**src/rtl/core/ucud_pkg.sv**
```systemverilog
// Shared types, encoding codes and helper functions of the code unit decoder.
`timescale 1ns / 1ps
package ucud_pkg;

	typedef enum logic [2:0] {
		ENC_BYTE  = 3'd0,
		ENC_UCS2  = 3'd1,
		ENC_UCS4  = 3'd2,
		ENC_UTF8  = 3'd3,
		ENC_UTF16 = 3'd4
	} ucud_enc_t;

	localparam logic REG_ENCODING   = 1'b0;
	localparam logic REG_SWAP_BYTES = 1'b1;

	localparam logic STATUS_OK  = 1'b0;
	localparam logic STATUS_ERR = 1'b1;

	localparam int CpW = 31;

	typedef struct packed {
		logic [31:0] code_unit;
		logic        start_of_stream;
	} ucud_in_t;

	typedef struct packed {
		logic [CpW-1:0] code_point;
		logic           status;
	} ucud_out_t;

	typedef struct packed {
		logic       we;
		logic       index;
		logic [2:0] wdata;
	} ucud_cfg_wr_t;

	typedef struct packed {
		logic      vld;
		ucud_out_t data;
	} ucud_res_t;

	// Smallest value that needs a UTF-8 sequence of the given length.
	function automatic logic [CpW-1:0] utf8_min_value(input logic [2:0] len);
		logic [CpW-1:0] v;
		case (len)
			3'd2:    v = CpW'(32'h0000_0080);
			3'd3:    v = CpW'(32'h0000_0800);
			3'd4:    v = CpW'(32'h0001_0000);
			3'd5:    v = CpW'(32'h0020_0000);
			3'd6,
			3'd7:    v = CpW'(32'h0400_0000);
			default: v = '0;
		endcase
		return v;
	endfunction

	function automatic logic [31:0] swap32(input logic [31:0] u);
		return {u[7:0], u[15:8], u[23:16], u[31:24]};
	endfunction

endpackage

```
**src/rtl/core/unicode_code_unit_decoder.sv**
```systemverilog
// Top level of the code unit decoder: input register, decode logic, result register.
// Decodes one code unit per cycle as byte, UCS-2, UCS-4, UTF-8 or UTF-16 (set by the
// encoding register, with optional byte swap of 16- and 32-bit units) and gives at most
// one code point per unit; a multi-unit character gives its result on its last unit.
// A unit is taken every cycle while results are taken; a result is shown after its unit
// passes the input register and the combinational decode into the result register, which
// loads only while it is empty or its result is taken. After a decoding error (or with an
// unused encoding code) one error result (code point zero) is given and units are
// dropped without result until a unit with start_of_stream set. Write configuration only
// while no unit is in flight.
`timescale 1ns / 1ps
module unicode_code_unit_decoder import ucud_pkg::*; (
	input  logic      clk,
	input  logic      arst_n,
	input  logic      in_valid,
	output logic      in_ready,
	input  ucud_in_t  in_data,
	output logic      out_valid,
	input  logic      out_ready,
	output ucud_out_t out_data,
	input  logic      cfg_we,
	input  logic      cfg_index,
	input  logic [2:0] cfg_wdata
);

	logic         valid_s1;
	ucud_in_t     data_s1;
	logic         can_take;
	logic         advance;
	ucud_res_t    res;
	ucud_cfg_wr_t cfg;

	assign advance   = valid_s1 && can_take;
	assign cfg.we    = cfg_we;
	assign cfg.index = cfg_index;
	assign cfg.wdata = cfg_wdata;

	ucud_in_stage u_in (
		.clk      (clk),
		.arst_n   (arst_n),
		.in_valid (in_valid),
		.in_ready (in_ready),
		.in_data  (in_data),
		.advance  (advance),
		.valid_s1 (valid_s1),
		.data_s1  (data_s1)
	);

	ucud_decode u_dec (
		.clk      (clk),
		.arst_n   (arst_n),
		.cfg      (cfg),
		.valid_s1 (valid_s1),
		.data_s1  (data_s1),
		.advance  (advance),
		.res      (res)
	);

	ucud_out_stage u_out (
		.clk       (clk),
		.arst_n    (arst_n),
		.res       (res),
		.advance   (advance),
		.can_take  (can_take),
		.out_valid (out_valid),
		.out_ready (out_ready),
		.out_data  (out_data)
	);

endmodule

```
**src/rtl/core/ucud_in_stage.sv**
```systemverilog
// Input register stage of the code unit decoder.
`timescale 1ns / 1ps
module ucud_in_stage import ucud_pkg::*; (
	input  logic     clk,
	input  logic     arst_n,
	input  logic     in_valid,
	output logic     in_ready,
	input  ucud_in_t in_data,
	input  logic     advance,
	output logic     valid_s1,
	output ucud_in_t data_s1
);

	assign in_ready = !valid_s1 || advance;

	always_ff @(posedge clk or negedge arst_n) begin
		if (!arst_n) begin
			valid_s1 <= 1'b0;
		end else if (in_ready) begin
			valid_s1 <= in_valid;
		end
	end

	always_ff @(posedge clk) begin
		if (in_valid && in_ready) begin
			data_s1 <= in_data;
		end
	end

endmodule

```
**src/rtl/core/ucud_decode.sv**
```systemverilog
// Decode logic with configuration and stream state of the code unit decoder.
`timescale 1ns / 1ps
module ucud_decode import ucud_pkg::*; (
	input  logic         clk,
	input  logic         arst_n,
	input  ucud_cfg_wr_t cfg,
	input  logic         valid_s1,
	input  ucud_in_t     data_s1,
	input  logic         advance,
	output ucud_res_t    res
);

	logic [2:0]     enc_q;
	logic           swap_q;
	logic [CpW-1:0] acc_q;
	logic [2:0]     rem_q;
	logic [2:0]     len_q;
	logic [10:0]    hs_off_q;
	logic           pend_q;
	logic           stop_q;

	logic [CpW-1:0] acc_n;
	logic [2:0]     rem_n;
	logic [2:0]     len_n;
	logic [10:0]    hs_off_n;
	logic           pend_n;
	logic           stop_n;

	logic [31:0]    unit;
	logic [31:0]    unit_sw;
	logic [7:0]     b;
	logic [15:0]    u16;
	logic [2:0]     rem_dec;
	logic [CpW-1:0] acc_shift;
	logic [21:0]    pair_value;
	logic           emit;
	logic           err;
	logic [CpW-1:0] cp;

	assign unit      = data_s1.code_unit;
	assign unit_sw   = swap32(unit);
	assign b         = unit[7:0];
	assign u16       = swap_q ? {unit[7:0], unit[15:8]} : unit[15:0];
	assign rem_dec   = rem_q - 3'd1;
	assign acc_shift = {acc_q[CpW-7:0], b[5:0]};
	// ((hs - D800) << 10) + u - DC00 + 10000 folds to offset << 10 + u + 2400
	assign pair_value = {hs_off_q, 10'd0} + 22'(u16) + 22'h2400;

	always_comb begin
		acc_n    = acc_q;
		rem_n    = rem_q;
		len_n    = len_q;
		hs_off_n = hs_off_q;
		pend_n   = pend_q;
		stop_n   = stop_q;
		emit     = 1'b0;
		err      = 1'b0;
		cp       = '0;

		if (data_s1.start_of_stream) begin
			acc_n    = '0;
			rem_n    = '0;
			len_n    = '0;
			hs_off_n = '0;
			pend_n   = 1'b0;
			stop_n   = 1'b0;
		end

		if (!stop_n) begin
			case (enc_q)
				ENC_BYTE: begin
					emit = 1'b1;
					cp   = CpW'(b);
				end
				ENC_UCS2: begin
					emit = 1'b1;
					cp   = CpW'(u16);
				end
				ENC_UCS4: begin
					emit = 1'b1;
					cp   = swap_q ? unit_sw[CpW-1:0] : unit[CpW-1:0];
				end
				ENC_UTF8: begin
					if (rem_n == 3'd0) begin
						if (!b[7]) begin
							emit = 1'b1;
							cp   = CpW'(b);
						end else if (b[7:5] == 3'b110) begin
							acc_n = CpW'(b[4:0]);
							len_n = 3'd2;
							rem_n = 3'd1;
						end else if (b[7:4] == 4'b1110) begin
							acc_n = CpW'(b[3:0]);
							len_n = 3'd3;
							rem_n = 3'd2;
						end else if (b[7:3] == 5'b11110) begin
							acc_n = CpW'(b[2:0]);
							len_n = 3'd4;
							rem_n = 3'd3;
						end else if (b[7:2] == 6'b111110) begin
							acc_n = CpW'(b[1:0]);
							len_n = 3'd5;
							rem_n = 3'd4;
						end else if (b[7:1] == 7'b1111110) begin
							acc_n = CpW'(b[0]);
							len_n = 3'd6;
							rem_n = 3'd5;
						end else begin
							// stray continuation or FE/FF where a lead is due
							emit = 1'b1;
							err  = 1'b1;
						end
					end else if (b[7:6] != 2'b10) begin
						emit = 1'b1;
						err  = 1'b1;
					end else begin
						acc_n = acc_shift;
						rem_n = rem_dec;
						if (rem_dec == 3'd0) begin
							acc_n = '0;
							len_n = '0;
							emit  = 1'b1;
							cp    = acc_shift;
							// reject overlong forms
							err   = acc_shift < utf8_min_value(len_q);
						end
					end
				end
				ENC_UTF16: begin
					if (pend_n) begin
						emit     = 1'b1;
						cp       = CpW'(pair_value);
						pend_n   = 1'b0;
						hs_off_n = '0;
					end else if (u16[15:11] == 5'b11011) begin
						hs_off_n = u16[10:0];
						pend_n   = 1'b1;
					end else begin
						emit = 1'b1;
						cp   = CpW'(u16);
					end
				end
				default: begin
					emit = 1'b1;
					err  = 1'b1;
				end
			endcase
		end

		if (err) begin
			cp       = '0;
			stop_n   = 1'b1;
			acc_n    = '0;
			rem_n    = '0;
			len_n    = '0;
			hs_off_n = '0;
			pend_n   = 1'b0;
		end
	end

	assign res.vld             = valid_s1 && emit;
	assign res.data.code_point = cp;
	assign res.data.status     = err ? STATUS_ERR : STATUS_OK;

	always_ff @(posedge clk or negedge arst_n) begin
		if (!arst_n) begin
			enc_q    <= ENC_BYTE;
			swap_q   <= 1'b0;
			acc_q    <= '0;
			rem_q    <= '0;
			len_q    <= '0;
			hs_off_q <= '0;
			pend_q   <= 1'b0;
			stop_q   <= 1'b0;
		end else begin
			if (advance) begin
				acc_q    <= acc_n;
				rem_q    <= rem_n;
				len_q    <= len_n;
				hs_off_q <= hs_off_n;
				pend_q   <= pend_n;
				stop_q   <= stop_n;
			end
			// user writes only while idle (not enforced); an encoding change drops partial state
			if (cfg.we) begin
				unique case (cfg.index)
					REG_ENCODING: begin
						enc_q    <= cfg.wdata;
						acc_q    <= '0;
						rem_q    <= '0;
						len_q    <= '0;
						hs_off_q <= '0;
						pend_q   <= 1'b0;
					end
					REG_SWAP_BYTES: begin
						swap_q <= cfg.wdata[0];
					end
					default: begin
					end
				endcase
			end
		end
	end

endmodule

```
**src/rtl/core/ucud_out_stage.sv**
```systemverilog
// Result register of the code unit decoder.
`timescale 1ns / 1ps
module ucud_out_stage import ucud_pkg::*; (
	input  logic      clk,
	input  logic      arst_n,
	input  ucud_res_t res,
	input  logic      advance,
	output logic      can_take,
	output logic      out_valid,
	input  logic      out_ready,
	output ucud_out_t out_data
);

	logic      out_valid_q;
	ucud_out_t out_data_q;

	assign can_take  = !out_valid_q || out_ready;
	assign out_valid = out_valid_q;
	assign out_data  = out_data_q;

	always_ff @(posedge clk or negedge arst_n) begin
		if (!arst_n) begin
			out_valid_q <= 1'b0;
		end else if (advance) begin
			out_valid_q <= res.vld;
		end else if (out_ready) begin
			out_valid_q <= 1'b0;
		end
	end

	always_ff @(posedge clk) begin
		if (advance && res.vld) begin
			out_data_q <= res.data;
		end
	end

endmodule

```
**config.mk**
```make
export PLATFORM = sky130hd
export DESIGN_NAME = unicode_code_unit_decoder
export DESIGN_NICKNAME = d
export VERILOG_FILES = /design/src/rtl/core/ucud_pkg.sv /design/src/rtl/core/unicode_code_unit_decoder.sv /design/src/rtl/core/ucud_in_stage.sv /design/src/rtl/core/ucud_decode.sv /design/src/rtl/core/ucud_out_stage.sv
export SDC_FILE = /design/constraint.sdc
export NUM_CORES = 1
export LEC_CHECK = 0
export ABC_AREA = 1
export BUFFER_PORTS_ARGS = -buffer_cell sky130_fd_sc_hd__buf_2
export CAP_MARGIN = 30
export CORE_UTILIZATION = 24
export CTS_BUF_LIST = sky130_fd_sc_hd__clkbuf_8
export DETAILED_ROUTE_END_ITERATION = 16
export GPL_TIMING_DRIVEN = 0
export REMOVE_ABC_BUFFERS = 1
export SLEW_MARGIN = 30
export SYNTH_ARGS = -nofsm -noshare
export SYNTH_HDL_FRONTEND = slang
export SYNTH_SLANG_ARGS = --single-unit
```
**constraint.sdc**
```tcl
create_clock -name clk -period 8.2 [get_ports clk]
set_input_delay 0.82 -clock clk [delete_from_list [all_inputs] [get_ports clk]]
set_output_delay 0.82 -clock clk [all_outputs]
set_load 0.02 [all_outputs]
```
==> results by stage <==
Floorplanning:
- The initial core utilization is 0.246.
- The region available for standard cell placement spans around 30,000 µm².
- The die footprint is between 30,000 and 40,000 µm².
- The die is between 150 and 200 µm tall.
- The total number of placement rows is between 60 and 70.
- During I/O placement, the number of pins put on the boundary was 76.
- In this run the horizontal extent of the chip is between 150 and 200 µm.

Outcome:
- The run finished with clean final reports.

Setup path:
- Across all register-to-register paths, the minimum setup slack is about 3.8 ns.
- The worst setup path is of the flip-flop to flip-flop kind.
- On the critical path, the stage with the largest delay is an instance of dfrtp_1.
- The kind of cell adding the most delay to the critical path is compound AO/OA/AOI/OAI gates.
- The largest stage delay on the critical path is 1.01 ns.
- The number of buffers and inverters on the critical path is 2.
- The kind of start point of the critical path is a flip-flop.
- Along the worst path, the maximum fanout reaches between 40 and 50.
- For the worst setup path, the data arrival time is approximately 4.5 ns.
- For the worst setup path, the data required time is ~8.4 ns.
- The worst setup path is captured at a flip-flop.
- The cell that appears most often on the critical path is nor2_1.
- The signal on the critical path passes through inv_2, o21ai_0, inv_1, ha_1, ha_1, a21oi_1, o21ai_0, nor2_1, xor2_1, nor2_1, a211oi_1, nor2_1.

Yosys:
- The number of flops mapped to enable cells by yosys is 65.
- Of the total synthesized cell area, the portion taken by full adders, half adders and majority gates is 0.0335.
- The complex-gate fraction of the synthesized area is 0.174.
- The async set-or-reset flop fraction in the synthesized netlist is 0.435.
- edfxtp_1 takes more of the synthesized area than any other cell.
- The number of distinct standard cells referenced by the synthesized netlist is 47.
- The average instance in the mapped netlist occupies about 7.3 µm².
- The share of the Yosys chip area taken by registers is 0.438.
- Of the total synthesized cell area, the portion taken by AND, OR, NAND and NOR gates is 0.264.
- The combinational family with the most area after synthesis is simple AND/OR/NAND/NOR gates.
- The yosys synthesis warning count is 0.
- Synthesis handed over a netlist of roughly 1,000 instances.
- In the post-synthesis netlist, the biggest area contributors are edfxtp_1 27%, dfrtp_1 17%, nand2_1 13%.
- The cell area after technology mapping is between 7000 and 8000 µm².
- The number of synthesized register bits is 115.
- The most used flip-flop cell after synthesis is edfxtp_1.
- The fraction of synthesized cell area in xor and xnor cells is 0.00479.
- Of the post-synthesis cell area, the part taken by muxes is 0.
- The share of synthesized area in the top cell type comes to 0.267.

Final layout:
- The count of antenna diodes in the layout is 0.
- The net count reported at finish is roughly 1,100.
- The filler cells instantiated in the layout total 3,271.
- At the end of the flow the core is filled with cells to 0.285.
- Registers take 3200 µm².
- The footprint of the multi-input gates is around 3500 µm².
- Relative to the synthesized area, the layout overhead comes to 16.1%.
- Of the cells placed in the final design, the portion with a size suffix greater than 1 is 0.137.

Timing:
- The worst setup skew after layout is 0.0103 ns.
- At the pin with the least slew margin, the transition time is about 1.0 ns.
- For the finished layout, the period the worst path requires is 4.37 ns.
- The normalized max-slew margin is 0.326.
- The final setup violation count is 0.
- The final-report hold violation count is 0.
- Dividing the final minimum period by the clock period gives 0.533.
- The maximum clock frequency is roughly 230 MHz.
- The final max-slew violation count is 0.
- Setup repair after global routing left no endpoint under its margin.
- In the final timing run, aggregate negative setup slack is 0 ns.

Detailed routing:
- The total wire length is about 23,000 µm.
- The iteration-0 DRC count of the detailed router is between 700 and 800.
- In the routed design, unresolved DRC markers number 0.
- The wire length per cell after detailed routing is between 15 and 20 µm.
- The number of detailed-routing iterations run before antenna repair is 5.
- Once detail routing completed, the nets flagged for antenna violations numbered 0.
- The via count of the routed design is between 7,000 and 8,000.
- Dividing the detail-routed via count by the number of cells gives 4.82.

Clock network:
- The clock sink total is ~120.
- The insertion delay of the later-clocked pin in the worst-skew pair is approximately 0.45 ns.
- The CTS tree is built.
- Buffers inserted during clock tree synthesis total 17.
- The number of buffers added for setup after CTS is 0.
- For this design, the CTS-stage hold fixing added 0 buffers.
- The tree is rooted in a clkbuf_8.
- The CTS H-tree depth is 4.
- After clock tree synthesis, the clock-pin slew on the worst setup and hold paths is ~0.070 ns.
- The maximum root-to-sink buffer count is 2.
- The number of gates resized after CTS was 0.

Flow run:
- Max-cap violations in this run came to 0.

GRT:
- The pin count of the biggest net entering global routing is 63.
- The global-route wire length before repair is between 30,000 and 40,000 µm.
- The number of antenna violations at the first check in global routing is 0.
- The number of global-route vias before repair came to around 6,700.
- For this run, the total global-route usage over all layers was measured as 0.154.
- Global routing finished with a remaining overflow of 0.

Min path:
- The worst hold path belongs to the class input port to asynchronous set/reset pin.

Power and ir drop:
- For this design the static power due to leakage is between 0.003 and 0.004 µW.
- Across the VDD grid, the largest voltage drop is about 0.092 mV.
- The power per cell area is between 200 and 250 nW/µm².

Placed design:
- The HPWL after detailed placement is about 17,000 µm.
- Routability-driven placement finished with a final weighted congestion of ~0.94.
- The count of input and output buffers is between 70 and 80.
cell usage after synthesis (3+ instances only):
| cell type | instances |
|---|---|
| o21ai_1 | 12 |
| nand2_1 | 255 |
| a21oi_1 | 118 |
| nand3_1 | 33 |
| nand2_2 | 3 |
| nor3_1 | 16 |
| buf_6 | 5 |
| o22ai_1 | 7 |
| clkbuf_1 | 26 |
| a22oi_1 | 12 |
| buf_2 | 11 |
| ha_1 | 18 |
| o21ai_0 | 54 |
| nor2_1 | 149 |
| nand4_1 | 4 |
| dfrtp_1 | 50 |
| inv_1 | 94 |
| o211ai_1 | 5 |
| edfxtp_1 | 65 |
| nor2_4 | 3 |
| buf_1 | 3 |
| a31oi_1 | 7 |
| inv_2 | 12 |
| nor2_2 | 3 |
| a211oi_1 | 6 |
layout make-up:
cell class              count  share of cell area
multi-input cells         729               0.413
well taps                 390              0.0574
repair buffers             81              0.0586
clock inverters            12              0.0134
clock buffers              20              0.0324
inverters                 109              0.0483
flip-flops and latches    115               0.377
state kept, by name, indices dropped and copies added (netlist names):
| name | cells |
|---|---|
| u_dec.acc_q | 25 |
| u_dec.enc_q | 3 |
| u_dec.hs_off_q | 11 |
| u_dec.len_q | 3 |
| u_dec.pend_q | 1 |
| u_dec.rem_q | 3 |
| u_dec.stop_q | 1 |
| u_dec.swap_q | 1 |
| u_in.data_s1 | 33 |
| u_in.valid_s1 | 1 |
| u_out.out_data | 32 |
| u_out.out_valid | 1 |
per-layer routing:
layer | vias to the layer above | share of wire | track usage
li1 | 3412 | - | -
met1 | 3255 | 0.46 | 0.216
met2 | 306 | 0.42 | 0.223
met3 | 44 | 0.085 | 0.0365
met4 | 0 | 0.029 | 0.0629
met5 | - | 0 | 0
where the power goes:
group | leakage, µW | internal, µW | switching, µW
logic | 0.00195 | 133 | 358
clock network | 0.000210 | 289 | 243
registers | 0.00131 | 699 | 44.6
worst paths after layout:
kind                                 endpoint               from  cells after the start
setup / recovery           u_out.out_data[18]       u_dec.swap_q                     12
hold / removal                  u_in.valid_s1             arst_n                      1
hold reg to reg             u_dec.hs_off_q[0]  u_dec.hs_off_q[0]                      2
min in group clk            u_dec.hs_off_q[0]  u_dec.hs_off_q[0]                      2
setup reg to reg           u_out.out_data[18]       u_dec.swap_q                     12
max in group asynchronous   u_dec.hs_off_q[1]             arst_n                      1
cell families after synthesis:
group,after synthesis
AO/OA/AOI/OAI,231
XOR/XNOR,4
flip-flops,115
AND/OR/NAND/NOR,475
buffers and inverters,154
adder cells (fa/ha/maj),19
through the flow:
| stage | std cells | hold WS [ns] | power (µW) | setup slack, ns | area [µm²] |
|---|---|---|---|---|---|
| 2_1_floorplan | 953 | 0.511 | 1040 | 4.68 | 7100 |
| 3_5_place_dp | 1424 | 0.524 | 1240 | 4.02 | 8110 |
| 5_1_grt | 1456 | 0.445 | 1850 | 3.54 | 8500 |
| 3_3_place_gp | 1418 | 0.521 | 1220 | 2.89 | 7960 |
| 4_1_cts | 1456 | 0.433 | 1770 | 4.00 | 8500 |
| 6_report | 1456 | 0.405 | 1770 | 3.83 | 8500 |
layout by cell type (no fill, tap or decap), drive strengths merged, types with 2 or more instances in the layout:
master / instances
a211oi: 6
a21oi: 118
a22oi: 12
a31oi: 8
buf: 81
bufinv: 2
clkbuf: 20
clkinv: 10
dfrtp: 50
edfxtp: 65
ha: 18
inv: 108
nand2: 259
nand3: 34
nand4: 5
nor2: 155
nor3: 16
o211ai: 5
o21ai: 67
o22ai: 7
o31ai: 2
o32ai: 2
or2: 3
xnor2: 2
xor2: 2
(Power assumes the default switching activity.)
